<file path="src/rtl/gtsd_pkg.sv">
// Package for the gravity, tilt and shake detector: constants and shared types.
// Used by every module under rtl/.
`default_nettype none
package gtsd_pkg;
  localparam int unsigned CoefW = 16;
  localparam int unsigned LevelW = 17;
  localparam int unsigned OutTiltW = 16;
  localparam int unsigned AccW = 48;
  localparam int unsigned SqW = 64;

  localparam logic [CoefW-1:0] GravKeepRst = 16'd58982;
  localparam logic [CoefW-1:0] EnergyKeepRst = 16'd55706;
  localparam logic [LevelW-1:0] ShakeThrRst = 17'd1536;
  localparam logic [LevelW-1:0] MinGravRst = 17'd512;
  localparam logic signed [31:0] GzRst = 32'sd1285816;
  localparam logic [LevelW-1:0] MagMax = 17'h1FFFF;

  typedef enum logic [1:0] {
    REG_GRAV_KEEP = 2'd0,
    REG_ENERGY_KEEP = 2'd1,
    REG_SHAKE_THR = 2'd2,
    REG_MIN_GRAV = 2'd3
  } reg_idx_t;

  // Serial unit handshake: start pulse in, done pulse out.
  typedef struct packed {
    logic start;
    logic done;
  } unit_ctl_t;
endpackage
`default_nettype wire

</file>
<file path="src/rtl/gtsd_sqrt.sv">
// Bit-serial integer square root, two radicand bits per cycle.
// Depends on gtsd_pkg.
`default_nettype none
module gtsd_sqrt (
  input  wire logic                   clk,
  input  wire logic                   rst_n,
  input  wire logic                   start,
  input  wire logic [gtsd_pkg::SqW-1:0] radicand,
  output logic                        done,
  output logic [gtsd_pkg::SqW/2-1:0]  root
);
  import gtsd_pkg::*;
  localparam int unsigned CntW = $clog2(SqW/2 + 1);

  logic [SqW-1:0] rad_r, rad_nxt;
  logic [SqW/2+1:0] rem_r, rem_nxt;
  logic [SqW/2-1:0] root_r, root_nxt;
  logic [CntW-1:0] cnt_r, cnt_nxt;
  logic busy_r, busy_nxt, done_r, done_nxt;
  logic [SqW/2+1:0] trial, shifted;

  always_comb begin
    rad_nxt = rad_r;
    rem_nxt = rem_r;
    root_nxt = root_r;
    cnt_nxt = cnt_r;
    busy_nxt = busy_r;
    done_nxt = 1'b0;
    shifted = {rem_r[SqW/2-1:0], rad_r[SqW-1 -: 2]};
    trial = {root_r, 2'b01};
    if (start) begin
      rad_nxt = radicand;
      rem_nxt = '0;
      root_nxt = '0;
      cnt_nxt = CntW'(SqW/2);
      busy_nxt = 1'b1;
    end else if (busy_r) begin
      rad_nxt = {rad_r[SqW-3:0], 2'b00};
      if (shifted >= trial) begin
        rem_nxt = shifted - trial;
        root_nxt = {root_r[SqW/2-2:0], 1'b1};
      end else begin
        rem_nxt = shifted;
        root_nxt = {root_r[SqW/2-2:0], 1'b0};
      end
      cnt_nxt = cnt_r - 1'b1;
      if (cnt_r == CntW'(1)) begin
        busy_nxt = 1'b0;
        done_nxt = 1'b1;
      end
    end
  end

  always_ff @(posedge clk) begin
    rad_r <= rad_nxt;
    rem_r <= rem_nxt;
    root_r <= root_nxt;
    if (!rst_n) begin
      cnt_r <= '0;
      busy_r <= 1'b0;
      done_r <= 1'b0;
    end else begin
      cnt_r <= cnt_nxt;
      busy_r <= busy_nxt;
      done_r <= done_nxt;
    end
  end

  assign done = done_r;
  assign root = root_r;

  a_no_start_busy: assert property (@(posedge clk) disable iff (!rst_n)
    busy_r |-> !start) else $error("sqrt restarted while busy");
  a_done_end: assert property (@(posedge clk) disable iff (!rst_n)
    done_r |-> !busy_r) else $error("sqrt done while busy");
  a_cnt_idle: assert property (@(posedge clk) disable iff (!rst_n)
    !busy_r |-> cnt_r == '0 || $past(start)) else $error("sqrt count stale");
endmodule
`default_nettype wire

</file>
<file path="src/rtl/gtsd_div.sv">
// Bit-serial restoring divider for tilt, one quotient bit per cycle, with saturation.
// Depends on gtsd_pkg.
`default_nettype none
module gtsd_div #(
  parameter int unsigned FRAC = 14
) (
  input  wire logic                            clk,
  input  wire logic                            rst_n,
  input  wire logic                            start,
  input  wire logic signed [31:0]              numer,
  input  wire logic [gtsd_pkg::SqW/2-1:0]      denom,
  output logic                                 done,
  output logic [gtsd_pkg::OutTiltW-1:0]        quot
);
  import gtsd_pkg::*;
  localparam int unsigned NW = 32 + FRAC;
  localparam int unsigned CntW = $clog2(NW + 1);

  logic [NW-1:0] num_r, num_nxt;
  logic [SqW/2:0] rem_r, rem_nxt;
  logic [SqW/2-1:0] den_r, den_nxt;
  logic [CntW-1:0] cnt_r, cnt_nxt;
  logic neg_r, neg_nxt, busy_r, busy_nxt, done_r, done_nxt;
  logic [SqW/2:0] shifted;
  logic [31:0] mag;
  logic [NW-1:0] lim;
  logic [NW-1:0] qsat;
  logic [NW-1:0] qsign;

  always_comb begin
    num_nxt = num_r;
    rem_nxt = rem_r;
    den_nxt = den_r;
    cnt_nxt = cnt_r;
    neg_nxt = neg_r;
    busy_nxt = busy_r;
    done_nxt = 1'b0;
    mag = numer[31] ? 32'(-numer) : 32'(numer);
    shifted = {rem_r[SqW/2-1:0], num_r[NW-1]};
    if (start) begin
      num_nxt = {mag, FRAC'(0)};
      rem_nxt = '0;
      den_nxt = denom;
      neg_nxt = numer[31];
      cnt_nxt = CntW'(NW);
      busy_nxt = 1'b1;
    end else if (busy_r) begin
      // quotient bits shift into num_r as the dividend shifts out
      if (shifted >= {1'b0, den_r}) begin
        rem_nxt = shifted - {1'b0, den_r};
        num_nxt = {num_r[NW-2:0], 1'b1};
      end else begin
        rem_nxt = shifted;
        num_nxt = {num_r[NW-2:0], 1'b0};
      end
      cnt_nxt = cnt_r - 1'b1;
      if (cnt_r == CntW'(1)) begin
        busy_nxt = 1'b0;
        done_nxt = 1'b1;
      end
    end
  end

  always_comb begin
    lim = NW'(1) << FRAC;
    qsat = (num_r > lim) ? lim : num_r;
    qsign = neg_r ? NW'(-qsat) : qsat;
  end

  always_ff @(posedge clk) begin
    num_r <= num_nxt;
    rem_r <= rem_nxt;
    den_r <= den_nxt;
    neg_r <= neg_nxt;
    if (!rst_n) begin
      cnt_r <= '0;
      busy_r <= 1'b0;
      done_r <= 1'b0;
    end else begin
      cnt_r <= cnt_nxt;
      busy_r <= busy_nxt;
      done_r <= done_nxt;
    end
  end

  assign done = done_r;
  assign quot = qsign[OutTiltW-1:0];

  a_no_restart: assert property (@(posedge clk) disable iff (!rst_n)
    busy_r |-> !start) else $error("divider restarted while busy");
  a_done_idle: assert property (@(posedge clk) disable iff (!rst_n)
    done_r |-> !busy_r) else $error("divider done while busy");
  a_den_stable: assert property (@(posedge clk) disable iff (!rst_n)
    busy_r && $past(busy_r) |-> $stable(den_r)) else $error("divisor moved");
endmodule
`default_nettype wire

</file>
<file path="src/rtl/gtsd_mac.sv">
// Serial multiply-accumulate: shift-add over the 17 coefficient bits per term.
// Computes k*a + (65536-k)*b, result registered. Depends on gtsd_pkg.
`default_nettype none
module gtsd_mac (
  input  wire logic                         clk,
  input  wire logic                         rst_n,
  input  wire logic                         start,
  input  wire logic [gtsd_pkg::CoefW-1:0]   keep,
  input  wire logic signed [39:0]           old_val,
  input  wire logic signed [39:0]           new_val,
  output logic                              done,
  output logic signed [gtsd_pkg::AccW+8:0]  acc
);
  import gtsd_pkg::*;
  localparam int unsigned PW = AccW + 9;

  logic [CoefW:0] ka_r, ka_nxt, kb_r, kb_nxt;
  logic signed [PW-1:0] ma_r, ma_nxt, mb_r, mb_nxt, acc_r, acc_nxt;
  logic [4:0] cnt_r, cnt_nxt;
  logic busy_r, busy_nxt, done_r, done_nxt;

  always_comb begin
    ka_nxt = ka_r;
    kb_nxt = kb_r;
    ma_nxt = ma_r;
    mb_nxt = mb_r;
    acc_nxt = acc_r;
    cnt_nxt = cnt_r;
    busy_nxt = busy_r;
    done_nxt = 1'b0;
    if (start) begin
      ka_nxt = {1'b0, keep};
      kb_nxt = 17'h10000 - {1'b0, keep};
      ma_nxt = PW'(old_val);
      mb_nxt = PW'(new_val);
      acc_nxt = '0;
      cnt_nxt = 5'd17;
      busy_nxt = 1'b1;
    end else if (busy_r) begin
      acc_nxt = acc_r + (ka_r[0] ? ma_r : '0) + (kb_r[0] ? mb_r : '0);
      ka_nxt = ka_r >> 1;
      kb_nxt = kb_r >> 1;
      ma_nxt = ma_r <<< 1;
      mb_nxt = mb_r <<< 1;
      cnt_nxt = cnt_r - 1'b1;
      if (cnt_r == 5'd1) begin
        busy_nxt = 1'b0;
        done_nxt = 1'b1;
      end
    end
  end

  always_ff @(posedge clk) begin
    ka_r <= ka_nxt;
    kb_r <= kb_nxt;
    ma_r <= ma_nxt;
    mb_r <= mb_nxt;
    acc_r <= acc_nxt;
    if (!rst_n) begin
      cnt_r <= '0;
      busy_r <= 1'b0;
      done_r <= 1'b0;
    end else begin
      cnt_r <= cnt_nxt;
      busy_r <= busy_nxt;
      done_r <= done_nxt;
    end
  end

  assign done = done_r;
  assign acc = acc_r;

  a_no_restart: assert property (@(posedge clk) disable iff (!rst_n)
    busy_r |-> !start) else $error("mac restarted while busy");
  a_done_idle: assert property (@(posedge clk) disable iff (!rst_n)
    done_r |-> !busy_r) else $error("mac done while busy");
  a_cnt: assert property (@(posedge clk) disable iff (!rst_n)
    $rose(busy_r) |-> cnt_r == 5'd17) else $error("mac count not loaded");
endmodule
`default_nettype wire

</file>
<file path="src/rtl/gravity_tilt_shake_detector.sv">
// Channel  Dir  Width  Fields
// in_      in   48     accel_x, accel_y, accel_z (tvalid/tready)
// out_     out  72     tilt_x, tilt_y, shake_magnitude, energy_level, shake_flag (tvalid/tready)
// cfg_     in   32     APB, four registers at 0x0..0xC
// One item at a time: an item is accepted only in idle, and the block returns to idle
// once the result is registered for output. The divisions are skipped when gravity is
// too short for tilt. Each item runs three 17-step gravity filter updates, the energy
// update, two 32-step square roots and, when tilt is computed, two 46-step divisions.
// Synchronous active-low reset returns gravity and energy to their start values.
// A finished result waits in the output register while the next item is processed;
// hold in the output state while that register is still full.
// Depends on gtsd_pkg, gtsd_mac, gtsd_sqrt and gtsd_div.
`default_nettype none
module gravity_tilt_shake_detector #(
  parameter int unsigned SAMPLE_WIDTH = 16,
  parameter int unsigned TILT_FRAC_BITS = 14
) (
  input  wire logic                         clk,
  input  wire logic                         rst_n,
  input  wire logic                         in_tvalid,
  output logic                              in_tready,
  // accel_x, accel_y, accel_z from bit 0 up
  input  wire logic [((3*SAMPLE_WIDTH+7)/8)*8-1:0] in_tdata,
  output logic                              out_tvalid,
  input  wire logic                         out_tready,
  // tilt_x[15:0], tilt_y[31:16], shake_magnitude[48:32], energy_level[65:49], shake_flag[66]
  output logic [71:0]                       out_tdata,
  input  wire logic                         cfg_psel,
  input  wire logic                         cfg_penable,
  input  wire logic                         cfg_pwrite,
  input  wire logic [3:0]                   cfg_paddr,
  input  wire logic [31:0]                  cfg_pwdata,
  output logic [31:0]                       cfg_prdata,
  output logic                              cfg_pready
);
  import gtsd_pkg::*;
  localparam int unsigned SW = SAMPLE_WIDTH;

  typedef enum logic [3:0] {
    S_IDLE, S_GRAV, S_GWAIT, S_DYN, S_SQDS, S_SQD, S_ENER, S_EWAIT, S_GSUM,
    S_SQGS, S_SQG, S_DIVXS, S_DIVX, S_DIVYS, S_DIVY, S_OUT
  } state_t;

  state_t state_r;
  logic [CoefW-1:0] gkeep_r, ekeep_r;
  logic [LevelW-1:0] thr_r, ming_r;
  logic signed [31:0] grav_r [3];
  logic [31:0] energy_r;
  logic signed [SW-1:0] acc_r [3];
  logic [1:0] axis_r;
  logic [SqW-1:0] sum_r;
  logic [LevelW-1:0] mag_r;
  logic [OutTiltW-1:0] tx_r, ty_r;
  logic out_valid_r;
  logic [71:0] out_data_r;
  logic [SqW/2-1:0] len_r;

  // filter, square-root and divider units
  logic mac_start, mac_done, sqrt_start, sqrt_done, div_start, div_done;
  logic signed [39:0] mac_old, mac_new;
  logic [CoefW-1:0] mac_keep;
  logic signed [AccW+8:0] mac_acc;
  logic signed [AccW+8:0] filt;
  logic [SqW/2-1:0] root;
  logic signed [31:0] div_num;
  logic [OutTiltW-1:0] quot;
  logic cfg_wr;
  logic signed [31:0] sample_q8;
  logic signed [31:0] gcur;
  logic signed [32:0] diff;
  logic signed [31:0] dyn;
  logic signed [31:0] gs;
  logic signed [31:0] sq_src;
  logic [31:0] sq_op;
  logic [SqW-1:0] sq;
  logic [SqW-1:0] lim2;
  logic [LevelW-1:0] mag_sat;
  logic [1:0] idx;

  gtsd_mac u_mac (.clk, .rst_n, .start(mac_start), .keep(mac_keep),
    .old_val(mac_old), .new_val(mac_new), .done(mac_done), .acc(mac_acc));
  gtsd_sqrt u_sqrt (.clk, .rst_n, .start(sqrt_start), .radicand(sum_r),
    .done(sqrt_done), .root(root));
  gtsd_div #(.FRAC(TILT_FRAC_BITS)) u_div (.clk, .rst_n, .start(div_start),
    .numer(div_num), .denom(len_r), .done(div_done), .quot(quot));

  assign cfg_pready = 1'b1;
  assign cfg_wr = cfg_psel && cfg_penable && cfg_pwrite;
  assign idx = cfg_paddr[3:2];

  always_comb begin
    unique case (reg_idx_t'(idx))
      REG_GRAV_KEEP: cfg_prdata = 32'(gkeep_r);
      REG_ENERGY_KEEP: cfg_prdata = 32'(ekeep_r);
      REG_SHAKE_THR: cfg_prdata = 32'(thr_r);
      REG_MIN_GRAV: cfg_prdata = 32'(ming_r);
      default: cfg_prdata = '0;
    endcase
  end

  always_comb begin
    sample_q8 = 32'(acc_r[axis_r]) <<< 8;
    gcur = grav_r[axis_r];
    filt = (mac_acc + 57'sd32768) >>> 16;
    diff = 33'(sample_q8) - 33'(gcur);
    dyn = 32'(diff >>> 4);
    gs = gcur >>> 4;
    // one squarer shared by the dynamic and the gravity sums
    sq_src = (state_r == S_GSUM) ? gs : dyn;
    sq_op = sq_src[31] ? 32'(-sq_src) : 32'(sq_src);
    sq = SqW'(sq_op) * SqW'(sq_op);
    lim2 = SqW'({ming_r, 4'b0}) * SqW'({ming_r, 4'b0});
    mag_sat = (root[SqW/2-1:4] > 28'(MagMax)) ? MagMax : root[4+LevelW-1:4];
    mac_start = (state_r == S_GRAV) || (state_r == S_ENER);
    sqrt_start = (state_r == S_SQDS) || (state_r == S_SQGS);
    div_start = (state_r == S_DIVXS) || (state_r == S_DIVYS);
    mac_keep = (state_r == S_ENER) ? ekeep_r : gkeep_r;
    mac_old = (state_r == S_ENER) ? 40'($signed({1'b0, energy_r})) : 40'(gcur);
    mac_new = (state_r == S_ENER) ? 40'($signed({1'b0, mag_r, 8'b0})) : 40'(sample_q8);
    div_num = (state_r == S_DIVXS) ? -(grav_r[1] >>> 4) : (grav_r[0] >>> 4);
  end

  // one clocked block for state, configuration, datapath registers and result
  always_ff @(posedge clk) begin
    if (!rst_n) begin
      state_r <= S_IDLE;
      gkeep_r <= GravKeepRst;
      ekeep_r <= EnergyKeepRst;
      thr_r <= ShakeThrRst;
      ming_r <= MinGravRst;
      grav_r[0] <= '0;
      grav_r[1] <= '0;
      grav_r[2] <= GzRst;
      energy_r <= '0;
      out_valid_r <= 1'b0;
      axis_r <= '0;
    end else begin
      if (cfg_wr) begin
        unique case (reg_idx_t'(idx))
          REG_GRAV_KEEP: gkeep_r <= cfg_pwdata[CoefW-1:0];
          REG_ENERGY_KEEP: ekeep_r <= cfg_pwdata[CoefW-1:0];
          REG_SHAKE_THR: thr_r <= cfg_pwdata[LevelW-1:0];
          REG_MIN_GRAV: ming_r <= cfg_pwdata[LevelW-1:0];
          default: ;
        endcase
      end
      if (state_r == S_OUT && (!out_valid_r || out_tready)) out_valid_r <= 1'b1;
      else if (out_tready) out_valid_r <= 1'b0;
      unique case (state_r)
        S_IDLE: if (in_tvalid) begin
          acc_r[0] <= in_tdata[SW-1:0];
          acc_r[1] <= in_tdata[2*SW-1:SW];
          acc_r[2] <= in_tdata[3*SW-1:2*SW];
          axis_r <= '0;
          state_r <= S_GRAV;
        end
        S_GRAV: state_r <= S_GWAIT;
        S_GWAIT: if (mac_done) begin
          grav_r[axis_r] <= filt[31:0];
          if (axis_r == 2'd2) begin
            axis_r <= '0;
            sum_r <= '0;
            state_r <= S_DYN;
          end else begin
            axis_r <= axis_r + 1'b1;
            state_r <= S_GRAV;
          end
        end
        S_DYN: begin
          sum_r <= sum_r + sq;
          if (axis_r == 2'd2) state_r <= S_SQDS;
          else axis_r <= axis_r + 1'b1;
        end
        S_SQDS: state_r <= S_SQD;
        S_SQD: if (sqrt_done) begin
          mag_r <= mag_sat;
          state_r <= S_ENER;
        end
        S_ENER: state_r <= S_EWAIT;
        S_EWAIT: if (mac_done) begin
          energy_r <= filt[31:0];
          axis_r <= '0;
          sum_r <= '0;
          state_r <= S_GSUM;
        end
        S_GSUM: begin
          sum_r <= sum_r + sq;
          if (axis_r == 2'd2) state_r <= S_SQGS;
          else axis_r <= axis_r + 1'b1;
        end
        S_SQGS: state_r <= S_SQG;
        S_SQG: if (sqrt_done) begin
          len_r <= root;
          if (sum_r > lim2) begin
            state_r <= S_DIVXS;
          end else begin
            tx_r <= '0;
            ty_r <= '0;
            state_r <= S_OUT;
          end
        end
        S_DIVXS: state_r <= S_DIVX;
        S_DIVX: if (div_done) begin
          tx_r <= quot;
          state_r <= S_DIVYS;
        end
        S_DIVYS: state_r <= S_DIVY;
        S_DIVY: if (div_done) begin
          ty_r <= quot;
          state_r <= S_OUT;
        end
        S_OUT: if (!out_valid_r || out_tready) begin
          out_data_r <= {5'b0, (mag_r > thr_r), energy_r[8+LevelW-1:8], mag_r, ty_r, tx_r};
          state_r <= S_IDLE;
        end
        default: state_r <= S_IDLE;
      endcase
    end
  end

  assign in_tready = (state_r == S_IDLE);
  assign out_tvalid = out_valid_r;
  assign out_tdata = out_data_r;

  a_out_hold: assert property (@(posedge clk) disable iff (!rst_n)
    out_tvalid && !out_tready |=> out_tvalid) else $error("result dropped");
  a_one_unit: assert property (@(posedge clk) disable iff (!rst_n)
    !(sqrt_start && div_start)) else $error("two units started");
  a_accept_idle: assert property (@(posedge clk) disable iff (!rst_n)
    in_tvalid && in_tready |=> state_r == S_GRAV) else $error("item not started");
endmodule
`default_nettype wire
</file>
<file path="config.mk">
export PLATFORM = sky130hd
export DESIGN_NAME = gravity_tilt_shake_detector
export DESIGN_NICKNAME = d
export VERILOG_FILES = /design/src/rtl/gtsd_pkg.sv /design/src/rtl/gtsd_sqrt.sv /design/src/rtl/gtsd_div.sv /design/src/rtl/gtsd_mac.sv /design/src/rtl/gravity_tilt_shake_detector.sv
export SDC_FILE = /design/constraint.sdc
export NUM_CORES = 2
export LEC_CHECK = 0
export ABC_AREA = 0
export ABC_CLOCK_PERIOD_IN_PS = 22800
export BUFFER_PORTS_ARGS = -buffer_cell sky130_fd_sc_hd__buf_2
export CORE_MARGIN = 3
export CORE_UTILIZATION = 40
export CTS_CLUSTER_SIZE = 24
export DETAILED_ROUTE_END_ITERATION = 12
export GPL_TIMING_DRIVEN = 1
export PLACE_DENSITY = 0.64
export SKIP_CTS_REPAIR_TIMING = 1
export SYNTH_ARGS = -nofsm -noshare
export SYNTH_HDL_FRONTEND = slang
export SYNTH_SLANG_ARGS = --single-unit
</file>
<file path="constraint.sdc">
create_clock -name clk -period 22.8 [get_ports clk]
set_clock_uncertainty 0.05 [all_clocks]
set_input_delay 5.7 -clock clk [delete_from_list [all_inputs] [get_ports clk]]
set_output_delay 5.7 -clock clk [all_outputs]
set_load 0.02 [all_outputs]
</file>
* Word-level counts from Yosys, hierarchy flattened
Memories as Yosys holds them, arrays and structs flattened. A register that Yosys moved wholly into a read port is not among the register bits.
Index checks and enable logic that the tools add are counted.
** Word-level totals
- Register bits after elaboration :: 783
- Memory bits (writable) :: 144
- Input port bits :: 91
- Output and inout port bits :: 107
- Memories kept :: 2
** Cells by class
- Add/subtract/negate cells :: 16
- $mul :: 2
- Order comparisons :: 6
- Equality and inequality tests :: 35
- Multiplexer cells :: 92
- Bitwise gates (word level) :: 4
- Reduce and logical (&&, ||, !) cells :: 39
** Memories
- grav_r :: words 3, bits a word 32, rd ports 3, clocked after memory_dff 1, write ports 3, line gravity_tilt_shake_detector.sv:47 : logic signed [31:0] grav_r [3];
- acc_r :: words 3, bits a word 16, rd ports 1, clocked after memory_dff 1, write ports 3, line gravity_tilt_shake_detector.sv:49 : logic signed [SW-1:0] acc_r [3];
** Operators by type and width (count)
- 2-to-1 mux 57 bit :: 6
- 2-to-1 mux 64 bit :: 5
- 2-to-1 mux 32 bit :: 7
- one-hot mux 64 bit (3 select lines) :: 1
- 2-to-1 mux 16 bit :: 8
- one-hot mux 32 bit (4 select lines) :: 1
- adder 57 bit :: 2
- 2-to-1 mux 46 bit :: 2
- 2-to-1 mux 40 bit :: 2
- adder 64 bit :: 1
- > comparator 64 x 42 -> 1 bit :: 1
- multiplier 32 x 32 -> 64 bit :: 1
- negation 32 bit :: 2
- one-hot mux 16 bit (2 select lines) :: 2
- one-hot mux 4 bit (16 select lines) :: 1
- subtractor 32 bit :: 2
- adder 48 x 17 -> 48 bit, second input constant :: 1
- > comparator 46 x 15 -> 1 bit, second input constant :: 1
- 2-to-1 mux 4 bit :: 10
- >= comparator 34 bit :: 1
- multiplier 17 x 17 -> 34 bit :: 1
- 2-to-1 mux 17 bit :: 2
- >= comparator 33 x 32 -> 1 bit :: 1
- subtractor 24 x 32 -> 33 bit :: 1
- 40 further kinds :: 132

* Depth between registers and ports, before layout
- Depth in word-level cells :: 7
- Depth in mapped cells :: 57

* Modules after synthesis
From an unflattened synthesis, not the netlist that was laid out.
** Unflattened totals
- Cell total of the unflattened synthesis :: 9152
- Area total of the unflattened synthesis :: 91181.2 um^2
** Modules (own cells, without submodules)
- gravity_tilt_shake_detector :: times used 1, cells each 6185, area an instance 61973.2 um^2, sequential area each 13793.2 um^2
- gtsd_mac :: times used 1, cells each 1297, area an instance 13819.5 um^2, sequential area each 5695.5 um^2
- gtsd_div :: times used 1, cells each 907, area an instance 7749.9 um^2, sequential area each 3032.9 um^2
- gtsd_sqrt :: times used 1, cells each 763, area an instance 7638.6 um^2, sequential area each 3363.2 um^2

* Worst setup path after synthesis
OpenSTA, ideal clock, no wires.
- Path kind :: reg2reg
- From :: register (tool-made name)
- To :: register sum_r[62] (data pin)
- Setup time :: 0.261 ns
- Arrival :: 13.129 ns
- Data required time :: 22.489 ns
- Slack :: 9.360 ns
- Stages on the path, launching flop included :: 54
- Path buffers :: 11
- Cells stage by stage :: dfxtp_1 > buf_2 > buf_6 > buf_2 > buf_2 > buf_1 > buf_1 > mux2i_1 > o21ai_0 > ha_1 > clkbuf_1 > and3_1 > a221o_1 > a41o_1 > o211a_1 > nor2_1 > o21ai_1 > a21oi_1 > [... 18 more ...] > inv_1 > fa_1 > inv_1 > ha_1 > clkbuf_1 > a21o_1 > a21o_1 > a21oi_1 > o2111ai_1 > a211oi_1 > o31ai_1 > a31o_2 > a21oi_1 > or2_2 > o21ai_0 > a21o_1 > a31o_2 > a311o_1
** RTL lines
- end signal, assigned :: line gravity_tilt_shake_detector.sv:170 : sum_r <= sum_r + sq;
- end signal, assigned :: line gravity_tilt_shake_detector.sv:187 : sum_r <= sum_r + sq;
- end, declared :: line gravity_tilt_shake_detector.sv:51 : logic [SqW-1:0] sum_r;

==> flow_summary.json <==
{
  "status": "completed",
  "crit_path_top_delay_cell": "a211oi_1",
  "routed_via_density": 5.18,
  "hold_path_class": "register to register",
  "grt_pass1_wl_um": 360000,
  "multiInputGateArea_um2": 54900,
  "routed_wl_um": 227000,
  "fin_crit_sh_pct": 68.6,
  "area_growth_pct": 9.17,
  "avgSynthCellArea_um2": 9.76,
  "synth_xor_area_share_pct": 3.91,
  "r2r_cells": 50,
  "synth-adder-area-share_pct": 33.8,
  "hpwl_um": 175000,
  "async_flop_share_pct": 0,
  "regArea_um2": 24900,
  "drc": 0,
  "setup_tns_ns": 0,
  "finalSetupViolCount": 0,
  "drtIter0Drc": 4399,
  "synth_warnings": 0,
  "ys_ff_latch": 926,
  "crit_family": "compound AO/OA/AOI/OAI gates",
  "min_to": "u_div.den_r[5]",
  "die_y_um": 471,
  "synthSimpleGateAreaFrac_pct": 12.1,
  "critPathMaxStageDelay_ns": 0.93,
  "hold_viol_final": 0,
  "vias": 62200,
  "nFillCells": 20400,
  "grt_max_degree": 104,
  "htreeDepth": 3,
  "max_clock_freq_ghz": 0.0640,
  "synth-compound-area-share_pct": 9.72,
  "final_max_slew_viol_count": 0,
  "postPlaceCellArea_um2": 91300,
  "rsz0062_at_grt": "false",
  "cts_buffers": 99,
  "cts_tree": "built",
  "holdPathStages": 0,
  "start_util_pct": 40.3,
  "root_buffer": "clkbuf_16",
  "clock_sinks": 926,
  "min_from": "len_r[5]",
  "synth_flop_cell": "edfxtp_1",
  "grt_overflow": 0,
  "yosysUniqueCellTypes": 98,
  "grt_util_all_layers_pct": 20.5,
  "firstDrtPassIters": 6,
  "r2r-end": "sum_r[62]",
  "crit_buf_inv": 10,
  "period_minus_slack_ns": 15.64,
  "fp.coreArea_um2": 215000,
  "start_kind": "register",
  "drv_cap": 0,
  "maxSlewHeadroom_pct": 18.3,
  "grt_pass1_vias": 64000,
  "postSynthCellCount": 8879,
  "gp_congestion": 0.932,
  "numPortBuffers": 159,
  "nets": 10800,
  "end_kind": "register",
  "path_class": "register to register",
  "final_cell_area_um2": 94600,
  "synth_top_family_by_area": "adder cells",
  "worst_pin_slew_ns": 1.22,
  "syn_area_um2": 86600,
  "worst_hold_slack_ns": 0.358,
  "wl_per_cell_um": 18.9,
  "placementRows": 170,
  "antenna_found_initial": 5,
  "cp.required_ns": 23.22,
  "yosysSeqAreaShare_pct": 28.8,
  "dieArea_um2": 222000,
  "synth-edff-count": 638,
  "drive_gt1_share_pct": 6.87,
  "path_max_fanout": 33,
  "muxShareOfSynthArea_pct": 2.68,
  "clk_pin_slew_ns": 0.06,
  "die_w_um": 471,
  "io_pins": 198,
  "insertion_delay_ns": 0.72,
  "ant_nets": 0,
  "regToRegSetupSlack_ns": 7.16,
  "cp_data_arrival_time_ns": 16.06,
  "clock_path_buffers": 3
}
==> through the flow <==
stage          worst slack (ns)  utilization (%)  std cells
2_1_floorplan              9.36                -       9071
3_3_place_gp               7.43             42.5      11800
6_report                   7.16             44.0      12000
3_5_place_dp               7.37             42.5      11800
4_1_cts                    7.32             44.0      12000
5_1_grt                    6.61             44.0      12000
==> synthesized netlist by cell type, types with 32 or more instances <==
library cell / count / area share (%)
edfxtp_1: 638 / 22
and3_1: 32 / 0.23
inv_2: 40 / 0.17
nand2b_1: 60 / 0.43
nor2b_1: 47 / 0.34
clkbuf_1: 298 / 1.3
o21a_1: 37 / 0.32
xor2_1: 159 / 1.6
a21oi_1: 342 / 2.0
mux4_2: 47 / 1.2
o211a_1: 32 / 0.37
a21o_1: 191 / 1.7
a21boi_0: 63 / 0.55
nand2_1: 1011 / 4.4
and2_1: 102 / 0.74
a211oi_1: 38 / 0.33
dfxtp_1: 288 / 6.7
o21bai_1: 37 / 0.32
mux2i_1: 118 / 1.4
nor3_1: 83 / 0.48
fa_1: 1108 / 26
nand3_1: 98 / 0.57
ha_1: 570 / 8.2
nand4_1: 64 / 0.46
a22oi_1: 46 / 0.40
nor4_1: 40 / 0.29
a31oi_1: 51 / 0.37
inv_1: 1626 / 7.0
o21ai_0: 298 / 1.7
xnor2_1: 210 / 2.1
nor2_1: 723 / 3.1
==> logic make-up after synthesis <==
kind of cell             Yosys count
AO/OA/AOI/OAI                   1311
XOR/XNOR                         378
adder cells (fa/ha/maj)         1679
buffers and inverters           2038
flip-flops                       926
multiplexers                     172
other                              2
AND/OR/NAND/NOR                 2373
==> registers in the layout, summed over array words and instances (netlist names), 17 cells and up, named ones only <==
signal,count
mag_r,17
u_div.rem_r,32
u_sqrt.rad_r,64
u_sqrt.rem_r,32
sum_r,64
u_sqrt.root,32
energy_r,32
thr_r,17
u_div.num_r,46
u_div.den_r,32
u_mac.ma_r,48
u_mac.mb_r,40
grav_r,128
u_mac.kb_r,17
out_tdata,67
u_mac.acc,48
acc_r,48
len_r,32
ming_r,17
==> metal layers <==
metal	wire, um	track usage (%)	share of wire [%]
met5	36	0	0.016
met4	6660	5.76	2.9
met3	17800	3.79	7.8
met2	105000	33.3	46
met1	97600	28.1	43
==> final cells by class <==
type,count,area share [%]
Multi-Input combinational cell,6107,58.0
Sequential cell,926,26.4
Inverter,1668,6.62
Tap cell,2838,3.75
Clock buffer,135,2.97
Timing Repair Buffer,272,1.75
Clock inverter,51,0.505
Antenna cell,6,0.0159
==> layout by cell type, fill, tap and decap left out, drive strengths merged, types with 46 or more instances in the layout <==
| master | synthesis | routed |
|---|---|---|
| xnor2 | 216 | 216 |
| nand4 | 64 | 64 |
| o21ai | 307 | 307 |
| fa | 1108 | 1108 |
| a21oi | 342 | 342 |
| mux4 | 47 | 47 |
| nor2 | 723 | 723 |
| nor2b | 47 | 47 |
| a22oi | 46 | 46 |
| nand2 | 1019 | 1019 |
| ha | 570 | 570 |
| edfxtp | 638 | 638 |
| xor2 | 162 | 162 |
| mux2i | 118 | 118 |
| nand3 | 99 | 99 |
| nand2b | 60 | 60 |
| a31oi | 52 | 52 |
| a21boi | 64 | 64 |
| conb | 2 | 194 |
| nor3 | 85 | 85 |
| and2 | 103 | 103 |
| a21o | 191 | 191 |
| buf | 72 | 272 |
| clkbuf | 298 | 135 |
| inv | 1666 | 1674 |
| dfxtp | 288 | 288 |
==> worst max-delay path by stage <==
stage                            to     start  depth (start not counted)  slack, ns
final                     sum_r[62]  register                         50       7.16
after global routing      sum_r[62]  register                         45       6.61
after detailed placement  sum_r[62]  register                         50       7.37
after floorplan           sum_r[62]  register                         53       9.36
after CTS                 sum_r[62]  register                         50       7.32
after global placement    sum_r[62]  register                         50       7.43
Power is left out: the tool's default activity adds up to more than one toggle a clock period on the data nets, which glitch-free logic cannot reach.
